## config.mk

```make
export PLATFORM = sky130hd
export DESIGN_NAME = keyed_round_wire_sequencer_unit_flat
export DESIGN_NICKNAME = d
export VERILOG_FILES = /design/src/rtl/krws_pkg.sv /design/src/rtl/krws_if.sv /design/src/rtl/krws_front.sv /design/src/rtl/krws_fifo.sv /design/src/rtl/krws_back.sv /design/src/rtl/keyed_round_wire_sequencer_unit.sv /design/src/flat_wrapper.sv
export VERILOG_INCLUDE_DIRS = /design/src /design/src/rtl
export SDC_FILE = /design/constraint.sdc
export NUM_CORES = 1
export LEC_CHECK = 0
export BUFFER_PORTS_ARGS = -buffer_cell sky130_fd_sc_hd__buf_2
export CAP_MARGIN = 20
export CORE_UTILIZATION = 30
export CTS_BUF_LIST = sky130_fd_sc_hd__clkbuf_4 sky130_fd_sc_hd__clkbuf_8 sky130_fd_sc_hd__clkbuf_16
export CTS_CLUSTER_DIAMETER = 40
export DETAILED_ROUTE_END_ITERATION = 16
export GPL_ROUTABILITY_DRIVEN = 0
export PLACE_DENSITY = 0.45
export SLEW_MARGIN = 20
export SYNTH_ARGS = -nofsm -noshare
export SYNTH_HDL_FRONTEND = slang
export SYNTH_SLANG_ARGS = --single-unit
```

## constraint.sdc

```tcl
create_clock -name clk_i -period 5.95 [get_ports clk_i]
set_input_delay 0.2975 -clock clk_i [delete_from_list [all_inputs] [get_ports clk_i]]
set_output_delay 0.2975 -clock clk_i [all_outputs]
set_load 0.02 [all_outputs]
```

## src/rtl/keyed_round_wire_sequencer_unit_assert.svh

```systemverilog
`ifndef KEYED_ROUND_WIRE_SEQUENCER_UNIT_ASSERT_SVH
`define KEYED_ROUND_WIRE_SEQUENCER_UNIT_ASSERT_SVH

// Checks that cons holds in the same cycle as ante, sampled on clk_i.
`define KRWS_ASSERT_SAME(label, ante, cons) \
  label: assert property (@(posedge clk_i) disable iff (!rst_ni) (ante) |-> (cons)) \
    else $error("krws same-cycle check failed");

// Checks that cons holds in the cycle after ante.
`define KRWS_ASSERT_NEXT(label, ante, cons) \
  label: assert property (@(posedge clk_i) disable iff (!rst_ni) (ante) |=> (cons)) \
    else $error("krws next-cycle check failed");

`endif

```

## src/rtl/krws_pkg.sv

```systemverilog
package krws_pkg;

  localparam int unsigned ValueW = 32;
  localparam int unsigned BitsW  = 40;
  localparam int unsigned CountW = 6;

  localparam logic [ValueW-1:0] RoundPoly = 32'h8050_0062;

  // Fixed command bytes of the preamble.
  localparam logic [7:0] CmdFirst  = 8'h34;
  localparam logic [7:0] CmdSecond = 8'h7C;
  localparam logic [7:0] CmdThird  = 8'h4E;

  // Wire-form masks.
  localparam logic [7:0] CmdClrMask  = 8'hFE;
  localparam logic [7:0] CmdSetMask  = 8'h81;
  localparam logic [7:0] WireHigh    = 8'h80;
  localparam logic [7:0] PulseIdle   = 8'h84;
  localparam logic [7:0] PulseBit    = 8'h20;
  localparam logic [7:0] QueryStrobe = 8'h10;

  // Position of a write within its three-write group.
  localparam logic [1:0] PhaseFirst  = 2'd0;
  localparam logic [1:0] PhaseStrobe = 2'd1;
  localparam logic [1:0] PhaseLast   = 2'd2;

  typedef enum logic {
    OP_START  = 1'b0,
    OP_ANSWER = 1'b1
  } op_e;

  typedef enum logic {
    KIND_WRITE  = 1'b0,
    KIND_RESULT = 1'b1
  } kind_e;

  typedef enum logic [1:0] {
    JOB_START  = 2'd0,
    JOB_QUERY  = 2'd1,
    JOB_FINISH = 2'd2
  } job_e;

  // One job handed from the front to the back.
  typedef struct packed {
    job_e              job;
    logic [7:0]        query;
    logic [ValueW-1:0] final_value;
    logic [BitsW-1:0]  answer_bits;
  } job_t;

  function automatic logic [7:0] cmd_pick(input logic [1:0] idx);
    logic [7:0] b;
    case (idx)
      2'd0:    b = CmdFirst;
      2'd1:    b = CmdSecond;
      default: b = CmdThird;
    endcase
    return b;
  endfunction

  function automatic logic [7:0] cmd_wire(input logic [7:0] b, input logic strobe);
    return strobe ? (b | CmdSetMask) : ((b & CmdClrMask) | WireHigh);
  endfunction

  function automatic logic [7:0] pulse_wire(input logic strobe);
    return strobe ? (PulseIdle | PulseBit) : PulseIdle;
  endfunction

  function automatic logic [7:0] query_wire(input logic [7:0] q, input logic strobe);
    logic [7:0] p;
    p = {1'b1, q[4:3], 1'b0, q[2:0], 1'b0};
    return strobe ? (p | QueryStrobe) : p;
  endfunction

endpackage

```

## src/rtl/krws_if.sv

```systemverilog
// Input channel: start items and answer bits.
interface krws_in_if;
  logic        valid;
  logic        ready;
  logic        op;
  logic [31:0] start_value;
  logic        answer_bit;

  modport source (output valid, output op, output start_value, output answer_bit,
                  input ready);
  modport sink (input valid, input op, input start_value, input answer_bit,
                output ready);
endinterface

// Output channel: port writes and round results.
interface krws_out_if;
  logic        valid;
  logic        ready;
  logic        kind;
  logic [7:0]  port_byte;
  logic [31:0] final_value;
  logic [39:0] answer_bits;
  logic        last;

  modport source (output valid, output kind, output port_byte, output final_value,
                  output answer_bits, output last, input ready);
  modport sink (input valid, input kind, input port_byte, input final_value,
                input answer_bits, input last, output ready);
endinterface

```

## src/rtl/krws_front.sv

```systemverilog
module krws_front #(
  parameter int unsigned ShiftSteps = 39
) (
  input  logic                        clk_i,
  input  logic                        rst_ni,
  input  logic                        valid_i,
  input  logic                        op_i,
  input  logic [krws_pkg::ValueW-1:0] start_value_i,
  input  logic                        answer_bit_i,
  input  logic                        space_i,
  output logic                        ready_o,
  output logic                        push_o,
  output krws_pkg::job_t              job_o,
  output logic                        busy_o
);

  logic                        busy_q, busy_d;
  logic [krws_pkg::ValueW-1:0] round_q, round_d;
  logic [krws_pkg::CountW-1:0] count_q, count_d;
  logic [krws_pkg::BitsW-1:0]  store_q, store_d;

  logic                        accept;
  logic                        old_low;
  logic [1:0]                  sel;
  logic [krws_pkg::ValueW-1:0] shifted;
  logic [krws_pkg::BitsW-1:0]  store_new;
  logic                        finish;

  assign ready_o = space_i;
  assign accept  = valid_i & space_i;
  assign busy_o  = busy_q;

  // One shift step of the round register and the recorded answer.
  always_comb begin
    old_low = round_q[0];
    sel     = {old_low, answer_bit_i};
    shifted = (round_q >> 1) ^ ((answer_bit_i ^ old_low) ? krws_pkg::RoundPoly : '0);
    if (count_q < krws_pkg::CountW'(krws_pkg::BitsW)) begin
      store_new = store_q | ({{(krws_pkg::BitsW-1){1'b0}}, answer_bit_i}
                  << (krws_pkg::CountW'(krws_pkg::BitsW - 1) - count_q));
    end else begin
      store_new = store_q;
    end
    finish = count_q >= krws_pkg::CountW'(ShiftSteps);
  end

  // Classify the item, update the round state and build the job.
  always_comb begin
    busy_d            = busy_q;
    round_d           = round_q;
    count_d           = count_q;
    store_d           = store_q;
    push_o            = 1'b0;
    job_o.job         = krws_pkg::JOB_QUERY;
    job_o.query       = shifted[{sel, 3'b000} +: 8];
    job_o.final_value = '0;
    job_o.answer_bits = '0;
    if (accept) begin
      if (op_i == krws_pkg::OP_START) begin
        busy_d      = 1'b1;
        round_d     = start_value_i;
        count_d     = '0;
        store_d     = '0;
        push_o      = 1'b1;
        job_o.job   = krws_pkg::JOB_START;
        job_o.query = start_value_i[7:0];
      end else if (busy_q) begin
        store_d = store_new;
        count_d = count_q + krws_pkg::CountW'(1);
        push_o  = 1'b1;
        if (finish) begin
          busy_d            = 1'b0;
          job_o.job         = krws_pkg::JOB_FINISH;
          job_o.final_value = round_q;
          job_o.answer_bits = store_new;
        end else begin
          round_d = shifted;
        end
      end
    end
  end

  always_ff @(posedge clk_i or negedge rst_ni) begin
    if (!rst_ni) begin
      busy_q  <= 1'b0;
      round_q <= '0;
      count_q <= '0;
      store_q <= '0;
    end else begin
      busy_q  <= busy_d;
      round_q <= round_d;
      count_q <= count_d;
      store_q <= store_d;
    end
  end

endmodule

```

## src/rtl/krws_fifo.sv

```systemverilog
module krws_fifo #(
  parameter int unsigned Depth = 2
) (
  input  logic           clk_i,
  input  logic           rst_ni,
  input  logic           push_i,
  input  krws_pkg::job_t data_i,
  output logic           full_o,
  input  logic           pop_i,
  output logic           empty_o,
  output krws_pkg::job_t data_o
);

  localparam int unsigned PtrW = (Depth > 1) ? $clog2(Depth) : 1;
  localparam int unsigned CntW = $clog2(Depth + 1);

  krws_pkg::job_t mem_q [Depth];
  logic [PtrW-1:0] wr_ptr_q, rd_ptr_q;
  logic [CntW-1:0] count_q;

  assign full_o  = count_q == CntW'(Depth);
  assign empty_o = count_q == '0;
  assign data_o  = mem_q[rd_ptr_q];

  // Entry storage.
  always_ff @(posedge clk_i) begin
    if (push_i) begin
      mem_q[wr_ptr_q] <= data_i;
    end
  end

  // Pointers and fill count.
  always_ff @(posedge clk_i or negedge rst_ni) begin
    if (!rst_ni) begin
      wr_ptr_q <= '0;
      rd_ptr_q <= '0;
      count_q  <= '0;
    end else begin
      if (push_i) begin
        wr_ptr_q <= (wr_ptr_q == PtrW'(Depth - 1)) ? '0 : wr_ptr_q + PtrW'(1);
      end
      if (pop_i) begin
        rd_ptr_q <= (rd_ptr_q == PtrW'(Depth - 1)) ? '0 : rd_ptr_q + PtrW'(1);
      end
      if (push_i && !pop_i) begin
        count_q <= count_q + CntW'(1);
      end else if (pop_i && !push_i) begin
        count_q <= count_q - CntW'(1);
      end
    end
  end

endmodule

```

## src/rtl/krws_back.sv

```systemverilog
module krws_back #(
  parameter int unsigned SkPulses = 16
) (
  input  logic                        clk_i,
  input  logic                        rst_ni,
  input  logic                        empty_i,
  input  krws_pkg::job_t              job_i,
  output logic                        pop_o,
  output logic                        valid_o,
  input  logic                        ready_i,
  output logic                        kind_o,
  output logic [7:0]                  port_byte_o,
  output logic [krws_pkg::ValueW-1:0] final_value_o,
  output logic [krws_pkg::BitsW-1:0]  answer_bits_o,
  output logic                        last_o
);

  // Groups: three commands, the pulses, the closing command, the query.
  localparam int unsigned GrpW = $clog2(SkPulses + 5);
  localparam logic [GrpW-1:0] PulseGrp = GrpW'(3);
  localparam logic [GrpW-1:0] CloseGrp = GrpW'(3 + SkPulses);
  localparam logic [GrpW-1:0] QueryGrp = GrpW'(4 + SkPulses);

  logic            started_q, started_d;
  logic [GrpW-1:0] grp_q, grp_d;
  logic [1:0]      phase_q, phase_d;
  logic            out_valid_q;

  logic                        load;
  logic [GrpW-1:0]             cur_grp;
  logic [1:0]                  cur_phase;
  logic                        strobe;
  logic                        beat_last;
  logic                        beat_kind;
  logic [7:0]                  beat_byte;
  logic [krws_pkg::ValueW-1:0] beat_value;
  logic [krws_pkg::BitsW-1:0]  beat_bits;

  logic                        kind_q;
  logic [7:0]                  byte_q;
  logic [krws_pkg::ValueW-1:0] value_q;
  logic [krws_pkg::BitsW-1:0]  bits_q;
  logic                        last_q;

  assign load  = !out_valid_q || ready_i;
  assign pop_o = load && !empty_i && beat_last;

  // Work out the beat for the job at the head of the queue.
  always_comb begin
    cur_grp    = started_q ? grp_q
               : ((job_i.job == krws_pkg::JOB_QUERY) ? QueryGrp : '0);
    cur_phase  = started_q ? phase_q : krws_pkg::PhaseFirst;
    strobe     = cur_phase == krws_pkg::PhaseStrobe;
    beat_kind  = krws_pkg::KIND_WRITE;
    beat_value = '0;
    beat_bits  = '0;
    beat_last  = (cur_grp == QueryGrp) && (cur_phase == krws_pkg::PhaseLast);
    if (cur_grp < PulseGrp) begin
      beat_byte = krws_pkg::cmd_wire(krws_pkg::cmd_pick(cur_grp[1:0]), strobe);
    end else if (cur_grp < CloseGrp) begin
      beat_byte = krws_pkg::pulse_wire(strobe);
    end else if (cur_grp == CloseGrp) begin
      beat_byte = krws_pkg::cmd_wire(krws_pkg::CmdThird, strobe);
    end else begin
      beat_byte = krws_pkg::query_wire(job_i.query, strobe);
    end
    if (job_i.job == krws_pkg::JOB_FINISH) begin
      beat_kind  = krws_pkg::KIND_RESULT;
      beat_byte  = '0;
      beat_value = job_i.final_value;
      beat_bits  = job_i.answer_bits;
      beat_last  = 1'b1;
    end
  end

  // Step through groups and phases.
  always_comb begin
    started_d = started_q;
    grp_d     = grp_q;
    phase_d   = phase_q;
    if (load && !empty_i) begin
      if (beat_last) begin
        started_d = 1'b0;
      end else begin
        started_d = 1'b1;
        if (cur_phase == krws_pkg::PhaseLast) begin
          grp_d   = cur_grp + GrpW'(1);
          phase_d = krws_pkg::PhaseFirst;
        end else begin
          grp_d   = cur_grp;
          phase_d = cur_phase + 2'd1;
        end
      end
    end
  end

  always_ff @(posedge clk_i or negedge rst_ni) begin
    if (!rst_ni) begin
      started_q   <= 1'b0;
      grp_q       <= '0;
      phase_q     <= krws_pkg::PhaseFirst;
      out_valid_q <= 1'b0;
    end else begin
      started_q <= started_d;
      grp_q     <= grp_d;
      phase_q   <= phase_d;
      if (load) begin
        out_valid_q <= !empty_i;
      end
    end
  end

  // Output register.
  always_ff @(posedge clk_i) begin
    if (load && !empty_i) begin
      kind_q  <= beat_kind;
      byte_q  <= beat_byte;
      value_q <= beat_value;
      bits_q  <= beat_bits;
      last_q  <= beat_last;
    end
  end

  assign valid_o       = out_valid_q;
  assign kind_o        = kind_q;
  assign port_byte_o   = byte_q;
  assign final_value_o = value_q;
  assign answer_bits_o = bits_q;
  assign last_o        = last_q;

endmodule

```

## src/rtl/keyed_round_wire_sequencer_unit.sv

```systemverilog
// The job for an input transfer passes through the job queue into the output register.
// Throughput: one result per cycle if out_o.ready is high, set by the output register;
// a start yields 15 + 3*SK_PULSES writes (63), an answer 3 writes, 1 result or none.
// Inputs are taken every cycle while the two-entry job queue has room.
// Reset (rst_ni low, asynchronous) clears the round state, the queue and the output
// valid; there is no clearing pass.
`include "keyed_round_wire_sequencer_unit_assert.svh"

module keyed_round_wire_sequencer_unit #(
  parameter int unsigned SHIFT_STEPS = 39,
  parameter int unsigned SK_PULSES   = 16
) (
  input  logic       clk_i,
  input  logic       rst_ni,
  krws_in_if.sink    in_i,
  krws_out_if.source out_o
);

  logic           fifo_full;
  logic           fifo_empty;
  logic           front_push;
  logic           front_busy;
  logic           back_pop;
  krws_pkg::job_t front_job;
  krws_pkg::job_t head_job;

  // Front: accept and classify items, keep the round state.
  krws_front #(
    .ShiftSteps(SHIFT_STEPS)
  ) u_front (
    .clk_i        (clk_i),
    .rst_ni       (rst_ni),
    .valid_i      (in_i.valid),
    .op_i         (in_i.op),
    .start_value_i(in_i.start_value),
    .answer_bit_i (in_i.answer_bit),
    .space_i      (!fifo_full),
    .ready_o      (in_i.ready),
    .push_o       (front_push),
    .job_o        (front_job),
    .busy_o       (front_busy)
  );

  // Job queue between front and back.
  krws_fifo u_fifo (
    .clk_i  (clk_i),
    .rst_ni (rst_ni),
    .push_i (front_push),
    .data_i (front_job),
    .full_o (fifo_full),
    .pop_i  (back_pop),
    .empty_o(fifo_empty),
    .data_o (head_job)
  );

  // Back: expand jobs into port writes and results.
  krws_back #(
    .SkPulses(SK_PULSES)
  ) u_back (
    .clk_i        (clk_i),
    .rst_ni       (rst_ni),
    .empty_i      (fifo_empty),
    .job_i        (head_job),
    .pop_o        (back_pop),
    .valid_o      (out_o.valid),
    .ready_i      (out_o.ready),
    .kind_o       (out_o.kind),
    .port_byte_o  (out_o.port_byte),
    .final_value_o(out_o.final_value),
    .answer_bits_o(out_o.answer_bits),
    .last_o       (out_o.last)
  );

  // A finished round is a single result, so it closes its item and drives no byte.
  `KRWS_ASSERT_SAME(a_result_last, out_o.valid && (out_o.kind == krws_pkg::KIND_RESULT), out_o.last && (out_o.port_byte == 8'h00))
  // Sending the finish job ends the round.
  `KRWS_ASSERT_NEXT(a_finish_idle, front_push && (front_job.job == krws_pkg::JOB_FINISH), !front_busy)
  // The back only retires a job that is in the queue.
  `KRWS_ASSERT_SAME(a_pop_nonempty, back_pop, !fifo_empty)

endmodule

```

## src/flat_wrapper.sv

```systemverilog
// flat-port wrapper written by rule: the top's interface ports become plain ports
module keyed_round_wire_sequencer_unit_flat 
#(
  parameter int unsigned SHIFT_STEPS = 39,
  parameter int unsigned SK_PULSES   = 16
)
  (clk_i, rst_ni, in_i_valid, in_i_op, in_i_start_value, in_i_answer_bit, in_i_ready, out_o_valid, out_o_kind, out_o_port_byte, out_o_final_value, out_o_answer_bits, out_o_last, out_o_ready);
  krws_in_if in_i_i ();
  krws_out_if out_o_i ();
  input  logic clk_i;
  input  logic rst_ni;
  input wire logic [$bits(in_i_i.valid)-1:0] in_i_valid;
  input wire logic [$bits(in_i_i.op)-1:0] in_i_op;
  input wire logic [$bits(in_i_i.start_value)-1:0] in_i_start_value;
  input wire logic [$bits(in_i_i.answer_bit)-1:0] in_i_answer_bit;
  output wire logic [$bits(in_i_i.ready)-1:0] in_i_ready;
  output wire logic [$bits(out_o_i.valid)-1:0] out_o_valid;
  output wire logic [$bits(out_o_i.kind)-1:0] out_o_kind;
  output wire logic [$bits(out_o_i.port_byte)-1:0] out_o_port_byte;
  output wire logic [$bits(out_o_i.final_value)-1:0] out_o_final_value;
  output wire logic [$bits(out_o_i.answer_bits)-1:0] out_o_answer_bits;
  output wire logic [$bits(out_o_i.last)-1:0] out_o_last;
  input wire logic [$bits(out_o_i.ready)-1:0] out_o_ready;
  assign in_i_i.valid = in_i_valid;
  assign in_i_i.op = in_i_op;
  assign in_i_i.start_value = in_i_start_value;
  assign in_i_i.answer_bit = in_i_answer_bit;
  assign in_i_ready = in_i_i.ready;
  assign out_o_valid = out_o_i.valid;
  assign out_o_kind = out_o_i.kind;
  assign out_o_port_byte = out_o_i.port_byte;
  assign out_o_final_value = out_o_i.final_value;
  assign out_o_answer_bits = out_o_i.answer_bits;
  assign out_o_last = out_o_i.last;
  assign out_o_i.ready = out_o_ready;
  keyed_round_wire_sequencer_unit #(.SHIFT_STEPS(SHIFT_STEPS), .SK_PULSES(SK_PULSES)) u_core (.clk_i(clk_i), .rst_ni(rst_ni), .in_i(in_i_i), .out_o(out_o_i));
endmodule
```

==> key figures <==
Run status
  • Status: completed

Worst setup path
  • Critical path cell sequence: nor2_1 -> a32oi_4 -> buf_4 -> o21ai_0
  • Worst path required time: 6.17 ns
  • Largest stage delay on the critical path: 1.03 ns
  • CP Capture Type: flop
  • Worst R2R End: u_core.u_back.last_o$_DFFE_PP_
  • Reg2reg setup slack: 3.21 ns
  • CP startpoint kind: flop
  • Critical path class: reg -> reg
  • Worst reg2reg path depth: 4
  • Critical-path top delay cell: dfrtp_4
  • CP Data Arrival Time: 2.96 ns
  • RR Startpoint: u_core.u_fifo.rd_ptr_q$_DFFE_PN0P_
  • Worst-path fanout max: 76

CTS
  • Cts repair resizes: 0
  • Clock sinks: 332
  • Hold-fix buffers at CTS: 1
  • Htree depth: 2
  • TritonCTS clock tree: done
  • CTS max path bufs: 3
  • CTS Buf Count: 46
  • Worst-skew pair later-pin latency: 0.55 ns
  • Post-CTS Setup Inserts: 0
  • Clock Pin Slew Worst Setup and Hold Paths: 0.05 ns
  • Root Driver: clkbuf_16

Worst hold path
  • Hold endpoint: u_core.u_front.round_q[20]$_DFFE_PN0P_
  • Hold Crit Depth: 3
  • Worst Min Path Start: in_i_start_value[20]
  • Worst hold path type: in -> reg

Timing
  • TNS Setup: 0 ns
  • Max_slew headroom: 0.358
  • Endpoints failing setup: 0
  • Fin. Hold Viols: 0
  • Tmin final: 2.74 ns
  • Max Freq: 0.365 GHz
  • Worst Skew: 0.0198 ns
  • Period utilization: 0.461
  • Pins over their slew limit: 0
  • RSZ-0062 raised after global routing: no
  • Worst-margin pin slew: 0.963 ns

Synth
  • Ys async rst share: 0.277
  • Cell variety after synth: 73
  • Post-synth EDFFs: 240
  • Most used DFF post-synth: edfxtp_1
  • Avg Inst Size Synth: 14.0 um^2
  • Cell area after synthesis: 0.0140 mm^2
  • Ranking of synthesized cells by area: edfxtp_1 52%, dfrtp_1 16%, mux2i_1 5.5%
  • Mapped Cells: 996
  • Net Count, Synth: 1,040
  • Share of the synthesized area in the top cell type: 0.516
  • #FFs+latches synth: 332
  • Sequential fraction of the synthesis area: 0.681
  • Number of synthesis warnings: 0
  • Dominant cell type by area after synthesis: edfxtp_1

Cells and area
  • Filler cell count: 4,418
  • Share of layout cells above drive strength 1: 0.248
  • Commonest cells after routing, fill and taps aside: 240 x edfxtp_1, 150 x nor2_1, 120 x buf_2, 91 x dfrtp_1, 77 x mux2i_1
  • Most common cell after layout, fill and taps aside: edfxtp_1
  • Nets@finish: 1,163
  • Antenna cells: 0
  • Synth-to-Final Area Change: 19.8%

Global route
  • Remaining Overflow, GRT: 0
  • Initial antenna violation count: 1
  • Number of global-route vias before repair: 8,375
  • Largest net degree at the start of global routing: 77
  • First-pass GRT wire length: 49.7 mm
  • GRT Util Overall: 0.136

Detailed routing
  • Vias: 8,256
  • Post-Route WL: 32.0 mm
  • Post-DRT Antenna Nets: 0
  • Wirelength per Cell: 18.2 um
  • Avg Vias per Cell: 4.70
  • 1st-pass router iterations: 5
  • DR DRC count: 0
  • 1st-iter DRT viols: 423

Placement
  • Port Buf Inserts: 121
  • HPWL Detailed: 19.6 mm

Die
  • Die height: 218 um
  • Cell Rows: 78
  • Die X: 218 um
  • Core area: 0.0457 mm^2
  • I/O Pins: 122
  • Die area: 0.0474 mm^2
  • Starting Density: 0.306

Power and ir drop
  • Power density cells: 522 mW/mm^2
  • Tot Pwr: 0.00872 W
  • Leak Pwr: 6.45 nW
  • Worst VDD drop: 192 uV

Run
  • Maxcap violations: 0
==> where the power goes <==
part | switching (W) | internal (W)
logic | 0.00137 | 0.000830
clock network | 0.00105 | 0.00174
registers | 0.000440 | 0.00329
total | 0.00287 | 0.00586
==> final cells by class <==
cell class,instances,area [um^2],share of cell area
Sequential cell,332,9510,0.569
Multi-Input combinational cell,587,4080,0.244
Clock buffer,55,1280,0.0767
Tap cell,600,751,0.0449
Timing Repair Buffer,136,723,0.0432
Clock inverter,31,313,0.0187
Inverter,16,63.8,0.00381
==> layer usage <==
metal / GRT usage / routed length [um]
met1: 0.188 / 15400
met2: 0.217 / 14700
met3: 0.0248 / 1280
met4: 0.0420 / 682
met5: 0 / 13
==> worst max-delay path by stage <==
stage                                                            end                                  from  depth (start not counted)  slack, ns
after floorplan                  u_core.u_fifo.mem_q[0][0]$_DFFE_PP_  u_core.u_fifo.count_q[1]$_DFFE_PN0P_                          4       1.22
after global placement          u_core.u_fifo.mem_q[1][21]$_DFFE_PP_                               in_i_op                          7       2.99
after CTS                             u_core.u_back.last_o$_DFFE_PP_    u_core.u_fifo.rd_ptr_q$_DFFE_PN0P_                          4       3.06
final                                 u_core.u_back.last_o$_DFFE_PP_    u_core.u_fifo.rd_ptr_q$_DFFE_PN0P_                          4       3.21
after detailed placement        u_core.u_fifo.mem_q[1][23]$_DFFE_PP_                               in_i_op                          7       2.96
after global routing      u_core.u_back.port_byte_o[3]$_SDFFCE_PP0P_    u_core.u_fifo.rd_ptr_q$_DFFE_PN0P_                          5       2.93
==> cell usage after synthesis (2+ instances only) <==
master and number:
a211oi_1 2, a211oi_2 3, a21oi_1 28, a21oi_2 2, a311o_1 2, a31oi_1 43
and2_1 32, and3_1 3, and3b_1 3, buf_2 22, buf_6 9, clkbuf_1 28
dfrtp_1 92, edfxtp_1 240, ha_1 6, inv_1 11, inv_2 4, mux2_1 31
mux2_2 34, mux2i_1 77, mux4_2 5, nand2_1 50, nand2b_1 5, nand3_1 10
nand3b_1 3, nand4_1 4, nor2_1 151, nor2_2 2, nor2b_1 2, nor3_1 6
o21a_1 2, o21ai_0 6, o21ai_1 21, o221ai_1 2, o31ai_1 2, o32ai_1 3
o41ai_1 2, or3_1 3, xnor2_1 9, xor2_1 3
==> per-stage QoR <==
step	util	area (um^2)	setup WS, ns	cells	hold WS [ns]
4_1_cts	0.366	16700	3.06	1757	0.0752
6_report	0.366	16700	3.21	1757	0.0914
5_1_grt	0.366	16700	2.93	1757	0.0942
2_1_floorplan	-	14000	1.22	996	0.00191
3_3_place_gp	0.331	15100	2.99	1670	0.250
3_5_place_dp	0.331	15100	2.96	1670	0.252
==> sequential cells by signal, indices dropped and copies added, names as in the netlist, 2 cells and up <==
signal and count:
u_core.u_back.answer_bits_o 40, u_core.u_fifo.mem_q 158, u_core.u_front.count_q 6, u_core.u_back.final_value_o 32
u_core.u_back.grp_q 5, u_core.u_back.port_byte_o 8, u_core.u_back.phase_q 2, u_core.u_front.store_q 40
u_core.u_front.round_q 32, u_core.u_fifo.count_q 2
==> logic make-up (layout without fill, tap and decap cells) <==
kind of cell    Yosys count  in the layout  share of synthesized area
simple gates            289            289                     0.0970
mux                     148            148                      0.117
flops                   332            332                      0.681
xor+xnor                 13             13                    0.00950
buf+inv                  77            238                     0.0281
fa+ha+maj                 6              6                    0.00538
compound gates          131            131                     0.0622
==> critical path: cells and delay by family (launching register included) <==
family                 cells  cell delay (ns)
AO/OA/AOI/OAI              2             0.47
AND/OR/NAND/NOR            1             0.18
flip-flops                 1             1.03
buffers and inverters      1             0.71
Power figures use the tool's default switching activity.
